==> src/rtl/ugm_fifo.sv <==
`default_nettype none

module ugm_fifo #(
    parameter int WIDTH = 8,
    parameter int DEPTH = 4
) (
    input  wire logic             i_clk,
    input  wire logic             i_rst_n,
    input  wire logic             i_push,
    input  wire logic [WIDTH-1:0] i_data,
    output logic                  o_full,
    input  wire logic             i_pop,
    output logic      [WIDTH-1:0] o_data,
    output logic                  o_empty
);

    localparam int PW = (DEPTH > 1) ? $clog2(DEPTH) : 1;
    localparam int CW = $clog2(DEPTH + 1);

    logic [WIDTH-1:0] r_mem [DEPTH];
    logic [PW-1:0]    r_wptr, n_wptr;
    logic [PW-1:0]    r_rptr, n_rptr;
    logic [CW-1:0]    r_count, n_count;
    logic             do_push, do_pop;

    assign o_full  = (r_count == CW'(DEPTH));
    assign o_empty = (r_count == '0);
    assign do_push = i_push && !o_full;
    assign do_pop  = i_pop && !o_empty;
    assign o_data  = r_mem[r_rptr];

    always_comb begin
        n_wptr  = r_wptr;
        n_rptr  = r_rptr;
        n_count = r_count;
        if (do_push) begin
            n_wptr = (r_wptr == PW'(DEPTH - 1)) ? '0 : r_wptr + PW'(1);
        end
        if (do_pop) begin
            n_rptr = (r_rptr == PW'(DEPTH - 1)) ? '0 : r_rptr + PW'(1);
        end
        if (do_push && !do_pop) begin
            n_count = r_count + CW'(1);
        end else if (do_pop && !do_push) begin
            n_count = r_count - CW'(1);
        end
    end

    always_ff @(posedge i_clk) begin
        if (!i_rst_n) begin
            r_wptr  <= '0;
            r_rptr  <= '0;
            r_count <= '0;
        end else begin
            r_wptr  <= n_wptr;
            r_rptr  <= n_rptr;
            r_count <= n_count;
        end
    end

    always_ff @(posedge i_clk) begin
        if (do_push) begin
            r_mem[r_wptr] <= i_data;
        end
    end

endmodule

`default_nettype wire

==> config.mk <==
export PLATFORM = sky130hd
export DESIGN_NAME = ugm_fifo
export DESIGN_NICKNAME = d
export VERILOG_FILES = /design/src/rtl/ugm_fifo.sv
export SDC_FILE = /design/constraint.sdc
export NUM_CORES = 1
export LEC_CHECK = 0
export BUFFER_PORTS_ARGS = -buffer_cell sky130_fd_sc_hd__buf_4
export CORE_ASPECT_RATIO = 1.4
export CORE_MARGIN = 2
export CORE_UTILIZATION = 35
export CTS_BUF_LIST = sky130_fd_sc_hd__clkbuf_4
export DETAILED_ROUTE_END_ITERATION = 8
export GPL_ROUTABILITY_DRIVEN = 0
export SETUP_SLACK_MARGIN = 0.4
export SLEW_MARGIN = 15
export SYNTH_ARGS = -nofsm -noshare
export SYNTH_HDL_FRONTEND = slang
export SYNTH_SLANG_ARGS = --single-unit
==> constraint.sdc <==
create_clock -name i_clk -period 4.2 [get_ports i_clk]
set_input_delay 0.21 -clock i_clk [delete_from_list [all_inputs] [get_ports i_clk]]
set_output_delay 0.21 -clock i_clk [all_outputs]
set_load 0.01 [all_outputs]
==> metrics.cfg <==
[route]
drcViolationCount = 0
ant_nets = 0
routed_vias_inst = 4.59
vias = 826
drt-initial-drc-count = 34
detail_route.first_pass.iterations = 4
avgRoutedWirePerCell_um = 14.4
routed_wirelength_um = 2590

[synth]
synth.lib_cells_used.distinct = 23
synth_seq_cells = 41
synth_area_leaders = edfxtp_1 (59%), dfxtp_1 (11%), mux4_2 (11%)
postSynthCellCount = 93
synth_area_mm2 = 0.00163
synthesis.yosys.warnings = 0
syn_area_per_cell_um2 = 17.5
top_cell_type_s_share_of_synthesized_area = 0.589
synthDominantAreaCellType = edfxtp_1
postSynthNetCount = 112
register_area_share_after_synthesis = 0.700

[final_layout]
finish.net_count = 136
antenna-diode-count = 0
synthToLayoutAreaGrowth_pct = 18.5
filler_cell_count = 433
layout.cells.non_filler = 180
postLayoutCellArea_mm2 = 0.00193
fraction_of_final_layout_cells_sized_beyond_drive_strength_1 = 0.322
final_util = 0.429

[min_path]
holdCritPathClass = in -> reg
worst_hold_startpoint = i_data[6]
hold_path_depth = 1

[critical_path]
worst_r2r_startpoint = r_count[0]$_SDFFE_PN0P_
worstSetupEndpointType = flip-flop
worst-endpoint-arrival_ps = 2640
worstRegToRegCells = 7
worst_setup_path_start_kind = flip-flop
path_max_fanout = 5
crit_type = reg -> reg
critPathLaunch = r_count[0]$_SDFFE_PN0P_
cp_required_ps = 4480

[clocking]
number_of_buffers_added_for_setup_after_cts = 0
cts_htree_levels = 2
clkLatencyLatePin_ps = 350
cts_tree = done
cts-resized-gates = 0
cts_inserted_buffers = 5
ctsLongestPathBuffers = 2
clk_transition_reported_paths_ps = 130
hold_buffers = 0
clk_root_buffer_cell = clkbuf_4
numClockSinks = 41

[flow_run]
max_cap_viol = 0

[floorplan]
io_pins = 22
die_width_um = 61.7
design.die.area_mm2 = 0.00523
die_height_um = 84.8
rows = 29
floorplan.core_area_mm2 = 0.00450
start_util = 0.362

[power]
internal-power_mw = 0.788
switching_share = 0.280
vdd_ir_drop_max_mv = 0.433
power.share.sequential = 0.506
net_load_switching_power_mw = 0.307
share_of_power_burned_in_the_clock_network = 0.233
power_density_cells_mw_per_mm2 = 566
power.total_mw = 1.09
comb_power_share = 0.260
cellLeakagePower_nw = 0.691

[grt]
grt_pass1_vias = 861
grt_pass1_wl_um = 4020
overflow_left_after_global_routing = 0
antenna_found_initial = 0
grt_start_max_net_pins = 15
grtUsageTotal = 0.111

[place]
placedInstanceArea_mm2 = 0.00185
placed_cells_incl_taps = 172
io_buffers = 21
dp.final_hpwl_um = 1870

[timing]
skew_ps = 9.83
max_slew.worst_pin.slew_ps = 568
fin_crit_sh = 0.562
clock.fmax_mhz = 424
slew_viol_final = 0
setup_repair_after_global_routing_missed_its_margin = no
final-hold-violation-count = 0
aggregate_negative_setup_slack_ps = 0
finalSetupViolCount = 0
timing.slew.headroom = 0.618
finalWorstPathRequiredPeriod_ps = 2360

[outcome]
run_status = complete, no violations

-- routing by layer --
layer / track usage / vias to the layer above / share of wire
met5: 0 / - / 0
met4: 0.0561 / 0 / 0.022
met3: 0.0431 / 4 / 0.043
met2: 0.183 / 22 / 0.54
met1: 0.120 / 405 / 0.40
li1: - / 395 / -
-- state kept, by name, indices dropped and copies added (netlist names), named ones only --
name / flops
r_wptr: 2
r_rptr: 2
r_count: 3
r_mem: 32
-- synth_stat cells (all sizes together) --
library cell   n
edfxtp        32
dfxtp          9
mux4           8
ha             6
nand2          6
and2           5
buf            3
inv            3
mux2i          3
o21ai          3
nand3          2
nor2           2
nor2b          2
a21boi         1
clkbuf         1
fa             1
nor3           1
nor3b          1
o31ai          1
or3            1
xnor2          1
xor2           1
-- final timing paths --
kind                                           endpoint  slack [ps]
worst min-delay path              r_mem[0][6]$_DFFE_PP_          50
worst max register to register  r_count[2]$_SDFFE_PN0P_        1840
worst min register to register   r_wptr[1]$_SDFFE_PN0P_         510
worst max-delay path            r_count[2]$_SDFFE_PN0P_        1840
-- power by group through the flow --
stage | combinational (mW) | sequential, mW | clock [mW]
global placement | 0.278 | 0.560 | 0
global route | 0.314 | 0.565 | 0.277
detailed placement | 0.290 | 0.567 | 0
CTS | 0.292 | 0.557 | 0.264
finish | 0.285 | 0.554 | 0.255
floorplan | 0.206 | 0.532 | 0
-- cells in the final DEF, fill, tap and decap left out --
cell type    n
and2_1       5
edfxtp_1    32
xnor2_1      1
o21ai_0      3
or3_1        1
xor2_1       1
nor3_1       1
dfxtp_1      9
nand2_1      6
o31ai_1      1
buf_4       21
ha_1         6
inv_1        3
mux4_2       8
clkinvlp_4   1
nor3b_2      1
nor2b_1      2
clkinv_4     1
nand3_1      2
a21boi_0     1
clkbuf_4     5
fa_1         1
mux2i_1      3
nor2_1       2
bufinv_16    1
-- logic make-up (layout without fill, tap and decap cells) --
group | count (synthesis) | in the layout | synth area share
adders and majority gates | 7 | 7 | 0.0583
xor gates and xnor gates | 2 | 2 | 0.0107
AOI/OAI and AO/OA | 5 | 5 | 0.0184
muxes | 11 | 11 | 0.129
buffers and inverters | 7 | 32 | 0.0176
and+or+nand+nor | 20 | 20 | 0.0660
DFF | 41 | 41 | 0.700
-- per-stage QoR --
step	hold WS [ps]	setup WS (ps)
finish	47.1	1840
global route	28.0	1610
CTS	36.6	1800
detailed placement	416	1820
global placement	409	1980
floorplan	309	2110
-- critical path: stages, from the launching register on --
cell and delay (ps):
dfxtp_1 400, o31ai_1 540, ha_1 290, inv_1 60, fa_1 380, xor2_1 160
or3_1 310, a21boi_0 160
-- area by class of cell --
class / count / area (um2) / share of cell area
clock buffer: 5 / 37.5 / 0.0194
clock inverter: 3 / 46.3 / 0.0240
inverter: 3 / 11.3 / 0.00583
multi-input combinational: 45 / 460 / 0.238
sequential: 41 / 1140 / 0.591
tap: 62 / 77.6 / 0.0402
timing repair buffer: 21 / 158 / 0.0816
(Power assumes the default switching activity.)
