[config.mk]
export PLATFORM = sky130hd
export DESIGN_NAME = ugm_front
export DESIGN_NICKNAME = d
export VERILOG_FILES = /design/src/rtl/ugm_pkg.sv /design/src/rtl/ugm_front.sv
export SDC_FILE = /design/constraint.sdc
export NUM_CORES = 1
export LEC_CHECK = 0
export BUFFER_PORTS_ARGS = -buffer_cell sky130_fd_sc_hd__buf_2
export CAP_MARGIN = 20
export CORE_AREA = 2 2 87 89
export DETAILED_ROUTE_END_ITERATION = 10
export DIE_AREA = 0 0 89 91
export PLACE_DENSITY_LB_ADDON = 0.08
export SYNTH_ARGS = -nofsm -noshare
export SYNTH_HDL_FRONTEND = slang
export SYNTH_SLANG_ARGS = --single-unit
[constraint.sdc]
create_clock -name i_clk -period 4.8 [get_ports i_clk]
set_input_delay 1.44 -clock i_clk [delete_from_list [all_inputs] [get_ports i_clk]]
set_output_delay 1.44 -clock i_clk [all_outputs]
set_load 0.1 [all_outputs]
[src/rtl/ugm_pkg.sv]
`default_nettype none

package ugm_pkg;

    localparam int MAP_SIZE_DEF    = 65536;
    localparam int CMD_Q_DEPTH_DEF = 4;
    localparam int RES_Q_DEPTH_DEF = 2;

    localparam int CP_W    = 21;
    localparam int GLYPH_W = 16;
    localparam int GC_W    = 17;

    localparam logic [1:0] ACT_CLEAR  = 2'd0;
    localparam logic [1:0] ACT_TABLE  = 2'd1;
    localparam logic [1:0] ACT_LOOKUP = 2'd2;

    localparam logic [7:0] BYTE_GLYPH_END = 8'hFF;
    localparam logic [7:0] BYTE_SEP       = 8'hFE;

    localparam logic [CP_W-1:0] CP_REPLACEMENT = 21'h00FFFD;
    localparam logic [CP_W-1:0] CP_PLANE1      = 21'h010000;

    typedef enum logic [1:0] {
        OP_CLEAR  = 2'd0,
        OP_BIND   = 2'd1,
        OP_LOOKUP = 2'd2
    } t_op;

    typedef struct packed {
        t_op                op;
        logic [CP_W-1:0]    cp;
        logic [GLYPH_W-1:0] glyph;
    } t_cmd;

    typedef struct packed {
        logic [GLYPH_W-1:0] glyph;
        logic               from_map;
    } t_res;

    typedef struct packed {
        logic            unicode_en;
        logic [GC_W-1:0] glyph_count;
    } t_cfg;

endpackage

`default_nettype wire

[src/rtl/ugm_front.sv]
`default_nettype none

module ugm_front #(
    parameter int MAP_SIZE = ugm_pkg::MAP_SIZE_DEF
) (
    input  wire logic                      i_clk,
    input  wire logic                      i_rst_n,
    input  wire ugm_pkg::t_cfg             i_cfg,
    input  wire logic                      i_push,
    output logic                           o_full,
    input  wire logic [1:0]                i_action,
    input  wire logic [7:0]                i_table_byte,
    input  wire logic                      i_last_byte,
    input  wire logic [ugm_pkg::CP_W-1:0]  i_codepoint,
    input  wire logic                      i_init_busy,
    input  wire logic                      i_cmd_full,
    output logic                           o_cmd_push,
    output ugm_pkg::t_cmd                  o_cmd
);

    import ugm_pkg::*;

    logic [GC_W-1:0]    r_cur, n_cur;
    logic [CP_W-1:0]    r_part, n_part;
    logic [1:0]         r_pend, n_pend;
    logic               r_xv, n_xv;
    logic [CP_W-1:0]    r_xcp, n_xcp;
    logic [GLYPH_W-1:0] r_xglyph, n_xglyph;

    logic [GC_W-1:0]    d_cur;
    logic [CP_W-1:0]    d_part;
    logic [1:0]         d_pend;
    logic [CP_W-1:0]    part_acc;
    logic               cont_v, lead_v, lead_en;
    logic [CP_W-1:0]    cont_cp, lead_cp;
    logic               s0_v, s1_v;
    logic [CP_W-1:0]    s0_cp, s1_cp;
    logic               dec_en, accept;

    assign o_full   = r_xv || i_cmd_full || i_init_busy;
    assign accept   = i_push && !o_full;
    assign dec_en   = i_cfg.unicode_en && (r_cur < i_cfg.glyph_count);
    assign part_acc = {r_part[CP_W-7:0], i_table_byte[5:0]};

    // utf-8 decode of one table byte
    always_comb begin
        d_cur   = r_cur;
        d_part  = r_part;
        d_pend  = r_pend;
        cont_v  = 1'b0;
        cont_cp = CP_REPLACEMENT;
        lead_en = 1'b1;
        lead_v  = 1'b0;
        lead_cp = CP_REPLACEMENT;
        if (r_pend != 2'd0) begin
            if (i_table_byte[7:6] == 2'b10) begin
                lead_en = 1'b0;
                d_pend  = r_pend - 2'd1;
                if (r_pend == 2'd1) begin
                    cont_v  = 1'b1;
                    cont_cp = part_acc;
                    d_part  = '0;
                end else begin
                    d_part = part_acc;
                end
            end else begin
                cont_v = 1'b1;
                d_pend = 2'd0;
                d_part = '0;
            end
        end
        if (lead_en) begin
            if (i_table_byte == BYTE_GLYPH_END) begin
                d_cur = r_cur + GC_W'(1);
            end else if (i_table_byte == BYTE_SEP) begin
                d_cur = r_cur;
            end else if (!i_table_byte[7]) begin
                lead_v  = 1'b1;
                lead_cp = CP_W'(i_table_byte);
            end else if (i_table_byte[7:5] == 3'b110) begin
                d_part = CP_W'(i_table_byte[4:0]);
                d_pend = 2'd1;
            end else if (i_table_byte[7:4] == 4'b1110) begin
                d_part = CP_W'(i_table_byte[3:0]);
                d_pend = 2'd2;
            end else if (i_table_byte[7:3] == 5'b11110) begin
                d_part = CP_W'(i_table_byte[2:0]);
                d_pend = 2'd3;
            end else begin
                lead_v = 1'b1;
            end
        end
        cont_v = cont_v && (cont_cp < CP_W'(MAP_SIZE));
        lead_v = lead_v && (lead_cp < CP_W'(MAP_SIZE));
        if (cont_v) begin
            s0_v  = 1'b1;
            s0_cp = cont_cp;
            s1_v  = lead_v;
            s1_cp = lead_cp;
        end else begin
            s0_v  = lead_v;
            s0_cp = lead_cp;
            s1_v  = 1'b0;
            s1_cp = lead_cp;
        end
    end

    always_comb begin
        n_cur      = r_cur;
        n_part     = r_part;
        n_pend     = r_pend;
        n_xv       = r_xv;
        n_xcp      = r_xcp;
        n_xglyph   = r_xglyph;
        o_cmd_push = 1'b0;
        o_cmd.op    = OP_BIND;
        o_cmd.cp    = s0_cp;
        o_cmd.glyph = r_cur[GLYPH_W-1:0];
        if (r_xv) begin
            o_cmd.cp    = r_xcp;
            o_cmd.glyph = r_xglyph;
            if (!i_cmd_full) begin
                o_cmd_push = 1'b1;
                n_xv       = 1'b0;
            end
        end else if (accept) begin
            case (i_action)
                ACT_CLEAR: begin
                    o_cmd_push = 1'b1;
                    o_cmd.op   = OP_CLEAR;
                    n_cur      = '0;
                    n_part     = '0;
                    n_pend     = 2'd0;
                end
                ACT_TABLE: begin
                    if (dec_en) begin
                        n_cur      = d_cur;
                        n_part     = d_part;
                        n_pend     = d_pend;
                        o_cmd_push = s0_v;
                        n_xv       = s1_v;
                        n_xcp      = s1_cp;
                        n_xglyph   = r_cur[GLYPH_W-1:0];
                    end
                    if (i_last_byte) begin
                        n_part = '0;
                        n_pend = 2'd0;
                    end
                end
                ACT_LOOKUP: begin
                    o_cmd_push = 1'b1;
                    o_cmd.op   = OP_LOOKUP;
                    o_cmd.cp   = i_codepoint;
                end
                default: begin
                    o_cmd_push = 1'b0;
                end
            endcase
        end
    end

    always_ff @(posedge i_clk) begin
        if (!i_rst_n) begin
            r_cur  <= '0;
            r_part <= '0;
            r_pend <= 2'd0;
            r_xv   <= 1'b0;
        end else begin
            r_cur  <= n_cur;
            r_part <= n_part;
            r_pend <= n_pend;
            r_xv   <= n_xv;
        end
    end

    always_ff @(posedge i_clk) begin
        r_xcp    <= n_xcp;
        r_xglyph <= n_xglyph;
    end

endmodule

`default_nettype wire

==> results.yml, run 1 <==
yosys:
  ys_seq_area_share_pct: 38.7
  syn_area_um2: 3680
  synth_area_per_cell_um2: 8.97
  postSynthNetCount: 484
  postSynth.asyncResetShare_pct: 0
  synth_edf_count: 24
  ys_seq_elements: 59
  yosysWarnings: 0
  synth_cell_types: 53
  yosys_most_used_dff: "dfxtp_1"
  postSynthCellCount: 410
floorplan:
  top_level_ports: 96
  initial_core_util_pct: 51.5
  die_h_um: 91
  die-area_um2: 8100
  fp.coreArea_um2: 7140
  die_w_um: 89
  num_rows: 31
power_and_ir_drop:
  ir_drop_mv: 0.153
  cellPowerDensity_nw_per_um2: 234
  p_total_mw: 1.20
  leakage_nw: 2.24
cells_and_area:
  area_delta_synth_final_pct: 38.8
  final_area_um2: 5100
  ff_latch_area_um2: 1420
  num-fill-cells: 580
  diodes: 0
  final-instance-count-excl-fill: 616
  final_util_pct: 71.5
  final_common_cell: "buf_2"
  layout.nets: 586
  multiInputGateArea_um2: 2380
  final_cell_mix: "buf_2 (78), dfxtp_1 (34), nand2_1 (31)"
  final_layout_size_suffix_gt1_share_pct: 35.8
critical_path:
  crit_chain: "buf_2 > or3b_4 > or2_4 > o221ai_4 > nand4_1 > a211oi_4 > a21oi_4 > buf_12"
  crit_slowest_cell: "or3b_4"
  startpoint_type: "primary input"
  crit_path_end_kind: "output port"
  crit_fanout: 6
  crit_buf_inv: 2
  r2r_cells: 8
  reg2reg_from: "r_cur[7]"
  r2r-end: "r_cur[10]"
  crit_arrival_ps: 3260
  r2r_setup_slack_ps: 1800
  cp_top_family: "simple AND/OR/NAND/NOR gates"
  path_class: "in2out"
  crit_path_max_incr_delay_ps: 400
  cp.required_ps: 3360
timing:
  setup_violations: 0
  fin_crit_ps: 4700
  finClkSkew_ps: 9.21
  hold_ws_ps: 483
  worst_pin_slew_ps: 771
  fmax_mhz: 213
  fin_crit_sh_pct: 97.9
  hold_violations: 0
  relSlewSlack_pct: 48.4
  fin_tns_setup_ps: 0
  final.setup.worst_slack_ps: 101
  maxSlewViolCount: 0
  rsz0062_at_grt: "false"
detailed_routing:
  via_count: 3543
  finalWirelength_um: 9930
  post-route-drc-count: 0
  drt_iter0_drc: 211
  drt_first_pass_iters: 5
  avgRoutedWirePerCell_um: 16.1
  viasPerCell: 5.75
  detail-route-antenna-nets: 0
clock_tree:
  hold_buffers: 0
  clockBufferDepth: 2
  cts_setup_buffers: 0
  htree_levels: 3
  ctsResizeCount: 0
  cts_buffers: 9
  clock-sinks: 59
  clk_pin_slew_ps: 60
  root_buffer: "clkbuf_8"
  tritoncts: "done"
  insertion_delay_ps: 340
global_routing:
  grt_pass1_wl_um: 16400
  track_usage_pct: 25.8
  grt_pass1_vias: 3613
  antenna_found_initial: 0
  grt_start_max_net_pins: 37
  grt_overflow: 0
outcome:
  status: "complete, no violations"
place:
  dp_hpwl_um: 7380
  gp_congestion: 0.777
  place_area_um2: 4900
  placed_cells: 600
  port_buffers: 95
  pre_cts_ws_ps: 41.9
worst_hold_path:
  whs_endpoint: "r_part[11]"
  worstHoldPathType: "reg2reg"
  whs_path_depth: 1
  hp-start: "r_part[11]"
run:
  maxCapViolations: 0
power breakdown:
| part | switching, mW | internal [mW] |
|---|---|---|
| Sequential | 0.000341 | 0.520 |
| Clock | 0.196 | 0.254 |
| Combinational | 0.142 | 0.0851 |
| Total | 0.338 | 0.859 |
worst max path at each step:
stage                    start          to  cells after the start  slack [ps]
2_1_floorplan       i_cmd_full   o_cmd[24]                      7        -190
3_3_place_gp   i_table_byte[6]   o_cmd[17]                      8         120
3_5_place_dp   i_table_byte[6]   o_cmd[17]                      8          40
4_1_cts        i_table_byte[6]   o_cmd[17]                      8          40
5_1_grt               i_cfg[2]  o_cmd_push                     10           9
6_report       i_table_byte[6]  o_cmd_push                      8         100
cells in the mapped netlist, drive strengths merged, types with 3 or more instances:
cell	n	area (µm²)
a211o	3	26.3
a211oi	5	42.5
a21boi	4	30.0
a21o	5	37.5
a21oi	24	124
a22o	16	140
a31oi	3	18.8
and3	17	111
and4	3	26.3
buf	8	42.5
clkbuf	13	48.8
dfxtp	35	701
edfxtp	24	721
ha	19	238
inv	30	113
mux2	12	135
mux2i	3	30.0
nand2	32	120
nand2b	6	37.5
nand3	14	70.1
nand4	7	43.8
nor2	28	105
nor3	5	30.0
o21a	11	82.6
o21ai	20	100
o22ai	5	31.3
o31ai	14	105
or2	7	43.8
or3	4	30.0
or4	7	52.6
cell type report:
type,count,share of cell area (%)
clock buffers,12,2.84
flip-flops and latches,59,27.9
well taps,99,2.43
inverters,30,2.48
multi-input cells,300,46.6
repair buffers,112,16.8
clock inverters,4,0.931
per-layer routing:
layer | wire (µm) | global-route usage, % | vias to the layer above | share of wire (%)
li1 | - | - | 1734 | -
met1 | 4050 | 30.6 | 1679 | 41
met2 | 5180 | 44.1 | 109 | 52
met3 | 456 | 6.36 | 21 | 4.6
met4 | 239 | 9.83 | 0 | 2.4
met5 | 0 | 0 | - | 0
sequential cells by signal, indices dropped and copies added, names as in the netlist:
signal	flops
r_pend	2
r_xglyph	16
r_xcp	8
r_xv	1
r_part	15
r_cur	17
cell families (layout without fill, tap and decap cells):
| group | after synthesis | count (layout) | synth area share (%) |
|---|---|---|---|
| adder cells (fa/ha/maj) | 19 | 19 | 6.46 |
| XOR/XNOR | 2 | 2 | 0.476 |
| flip-flops | 59 | 59 | 38.7 |
| buffers and inverters | 51 | 158 | 5.55 |
| AO/OA/AOI/OAI | 122 | 122 | 23.5 |
| AND/OR/NAND/NOR | 142 | 142 | 20.9 |
| multiplexers | 15 | 15 | 4.49 |
(Power assumes the default switching activity.)
==> run 2: changes to the inputs <==
CELL_PAD_IN_SITES_DETAIL_PLACEMENT = 1   (was not set)
CELL_PAD_IN_SITES_GLOBAL_PLACEMENT = 1   (was not set)
CORE_AREA = 2 2 99 101   (was 2 2 87 89)
CTS_CLUSTER_SIZE = 28   (was not set)
DIE_AREA = 0 0 101 103   (was 0 0 89 91)
RECOVER_POWER = 100   (was not set)
==> run 2 against run 1 <==
Against the previous run: via count grew 0.17%; global-route usage shrank 3.5 points; fmax shrank 0.68%; setup slack lost 32 ps; first-iteration DRC count shrank 48%; sequential share of layout area grew 0.61 points; clock power grew 9.6%; sequential cell count is the same; largest power group unchanged.
==> results.yml, run 2 (synthesis results as in run 1) <==
outcome:
  status: "complete, no violations"
global_routing:
  grt_start_max_net_pins: 47
  track_usage_pct: 22.3
  grt_pass1_wl_um: 18300
  grt_overflow: 0
  grt_pass1_vias: 3662
  antenna_found_initial: 0
critical_path:
  crit_path_end_kind: "output port"
  worst_path_most_repeated_cell: "a211oi_4"
  crit_arrival_ps: 3290
  crit_chain: "buf_2 > inv_1 > ha_4 > a21oi_1 > a21boi_1 > or3_4 > a211oi_4 > a211oi_4 > a21oi_4 > buf_12"
  crit_path_start: "i_cfg[15]"
  crit_path_max_incr_delay_ps: 380
  endpoint: "o_cmd_push"
  r2r-end: "r_xcp[6]"
  path_class: "in2out"
  crit_fanout: 5
  crit_slowest_cell: "or3_4"
  r2r_cells: 9
  reg2reg_from: "r_cur[6]"
  startpoint_type: "primary input"
  cp.required_ps: 3360
  r2r_setup_slack_ps: 1210
timing:
  fin_crit_ps: 4730
  fmax_mhz: 211
  hold_violations: 0
  finClkSkew_ps: 11.8
  fin_tns_setup_ps: 0
  worst_pin_slew_ps: 1170
  setup_violations: 0
  maxSlewViolCount: 0
  fin_crit_sh_pct: 98.6
  rsz0062_at_grt: "true"
  relSlewSlack_pct: 22.3
detailed_routing:
  post-route-drc-count: 0
  drt_first_pass_iters: 4
  detail-route-antenna-nets: 0
  viasPerCell: 5.62
  via_count: 3549
  finalWirelength_um: 11400
  drt_iter0_drc: 110
  avgRoutedWirePerCell_um: 18.0
clock_tree:
  clk_pin_slew_ps: 60
  root_buffer: "clkbuf_8"
  htree_levels: 3
  clockBufferDepth: 2
  hold_buffers: 0
  cts_buffers: 9
  insertion_delay_ps: 330
  tritoncts: "done"
  clock-sinks: 59
floorplan:
  initial_core_util_pct: 38.9
  fp.coreArea_um2: 9460
  die-area_um2: 10400
  die_w_um: 101
  die_h_um: 103
  num_rows: 36
  top_level_ports: 96
place:
  gp_congestion: 0.839
  port_buffers: 95
  dp_hpwl_um: 8550
cells_and_area:
  largest_register_ffs: 17
  final_common_cell: "buf_2"
  reg_top3: "r_cur: 17 flops, r_xglyph: 16 flops, r_part: 15 flops"
  max_flop_register: "r_cur"
  diodes: 0
  final_layout_size_suffix_gt1_share_pct: 32.4
  final_cell_mix: "buf_2 (55), dfxtp_1 (34), nand2_1 (31)"
  layout.nets: 587
  area_delta_synth_final_pct: 35.8
power_and_ir_drop:
  leakage_nw: 2.12
  ir_drop_mv: 0.135
  p_total_mw: 1.23
  cellPowerDensity_nw_per_um2: 245
run:
  maxCapViolations: 0
worst_hold_path:
  worstHoldPathType: "reg2reg"
  hp-start: "r_part[14]"
-- run 2: changes by cell type in the layout (fill, tap and decap cells not counted), moves of 2 or more --
cell,change
buf_2,-23
clkbuf_1,+18
buf_12,-15
buf_6,+14
clkbuf_2,+8
buf_4,-2
inv_4,-2
-- run 2: worst max-delay path: cells and delay by family --
family | cells | cell delay [ps]
AOI/OAI and AO/OA | 5 | 890
adders and majority gates | 1 | 220
buffers and inverters | 3 | 360
and+or+nand+nor | 1 | 380
-- run 2: through the flow --
stage / instances / cell area, µm² / util [%] / hold WS [ps] / setup slack, ps
6_report: 632 / 4990 / 52.8 / 483 / 69.2
5_1_grt: 632 / 4990 / 52.8 / 497 / -14.6
4_1_cts: 632 / 5140 / 54.4 / 488 / 27.6
3_5_place_dp: 616 / 4930 / 52.1 / 465 / 38.2
3_3_place_gp: 616 / 4930 / 52.1 / 457 / 95.3
2_1_floorplan: 410 / 4020 / - / 440 / -186
-- run 2: worst min-delay path by stage --
stage          depth (start not counted)  slack [ps]          to
2_1_floorplan                          1         440  r_part[14]
3_3_place_gp                           1         460  r_part[11]
3_5_place_dp                           1         460  r_part[11]
4_1_cts                                1         490  r_part[14]
5_1_grt                                1         500  r_part[14]
6_report                               1         480  r_part[14]
-- run 2: repair_timing --
item | CTS | global route
buffers inserted | 0 | 0
gates resized for setup | 0 | 2
setup endpoints to repair | 0 | 7
-- run 2: power by group --
group          switching [mW]  internal [mW]  total [mW]
registers            0.000334          0.520       0.520
clock network           0.206          0.286       0.493
logic                   0.141         0.0711       0.213
total                   0.348          0.877        1.23
-- run 2: area by class of cell --
cell class | count | area (µm²)
clock buffer | 13 | 170
sequential | 59 | 1420
clock inverter | 3 | 43.8
timing repair buffer | 113 | 708
multi-input combinational | 300 | 2380
tap | 114 | 143
fill | 1129 | 4460
inverter | 30 | 126
-- run 2: routing by layer --
layer,GRT usage (%),share of wire [%],vias up
met5,0,0,-
met4,5.72,1.3,0
met3,2.98,2.5,13
met2,42.2,54,56
met1,26.6,42,1747
li1,-,-,1733
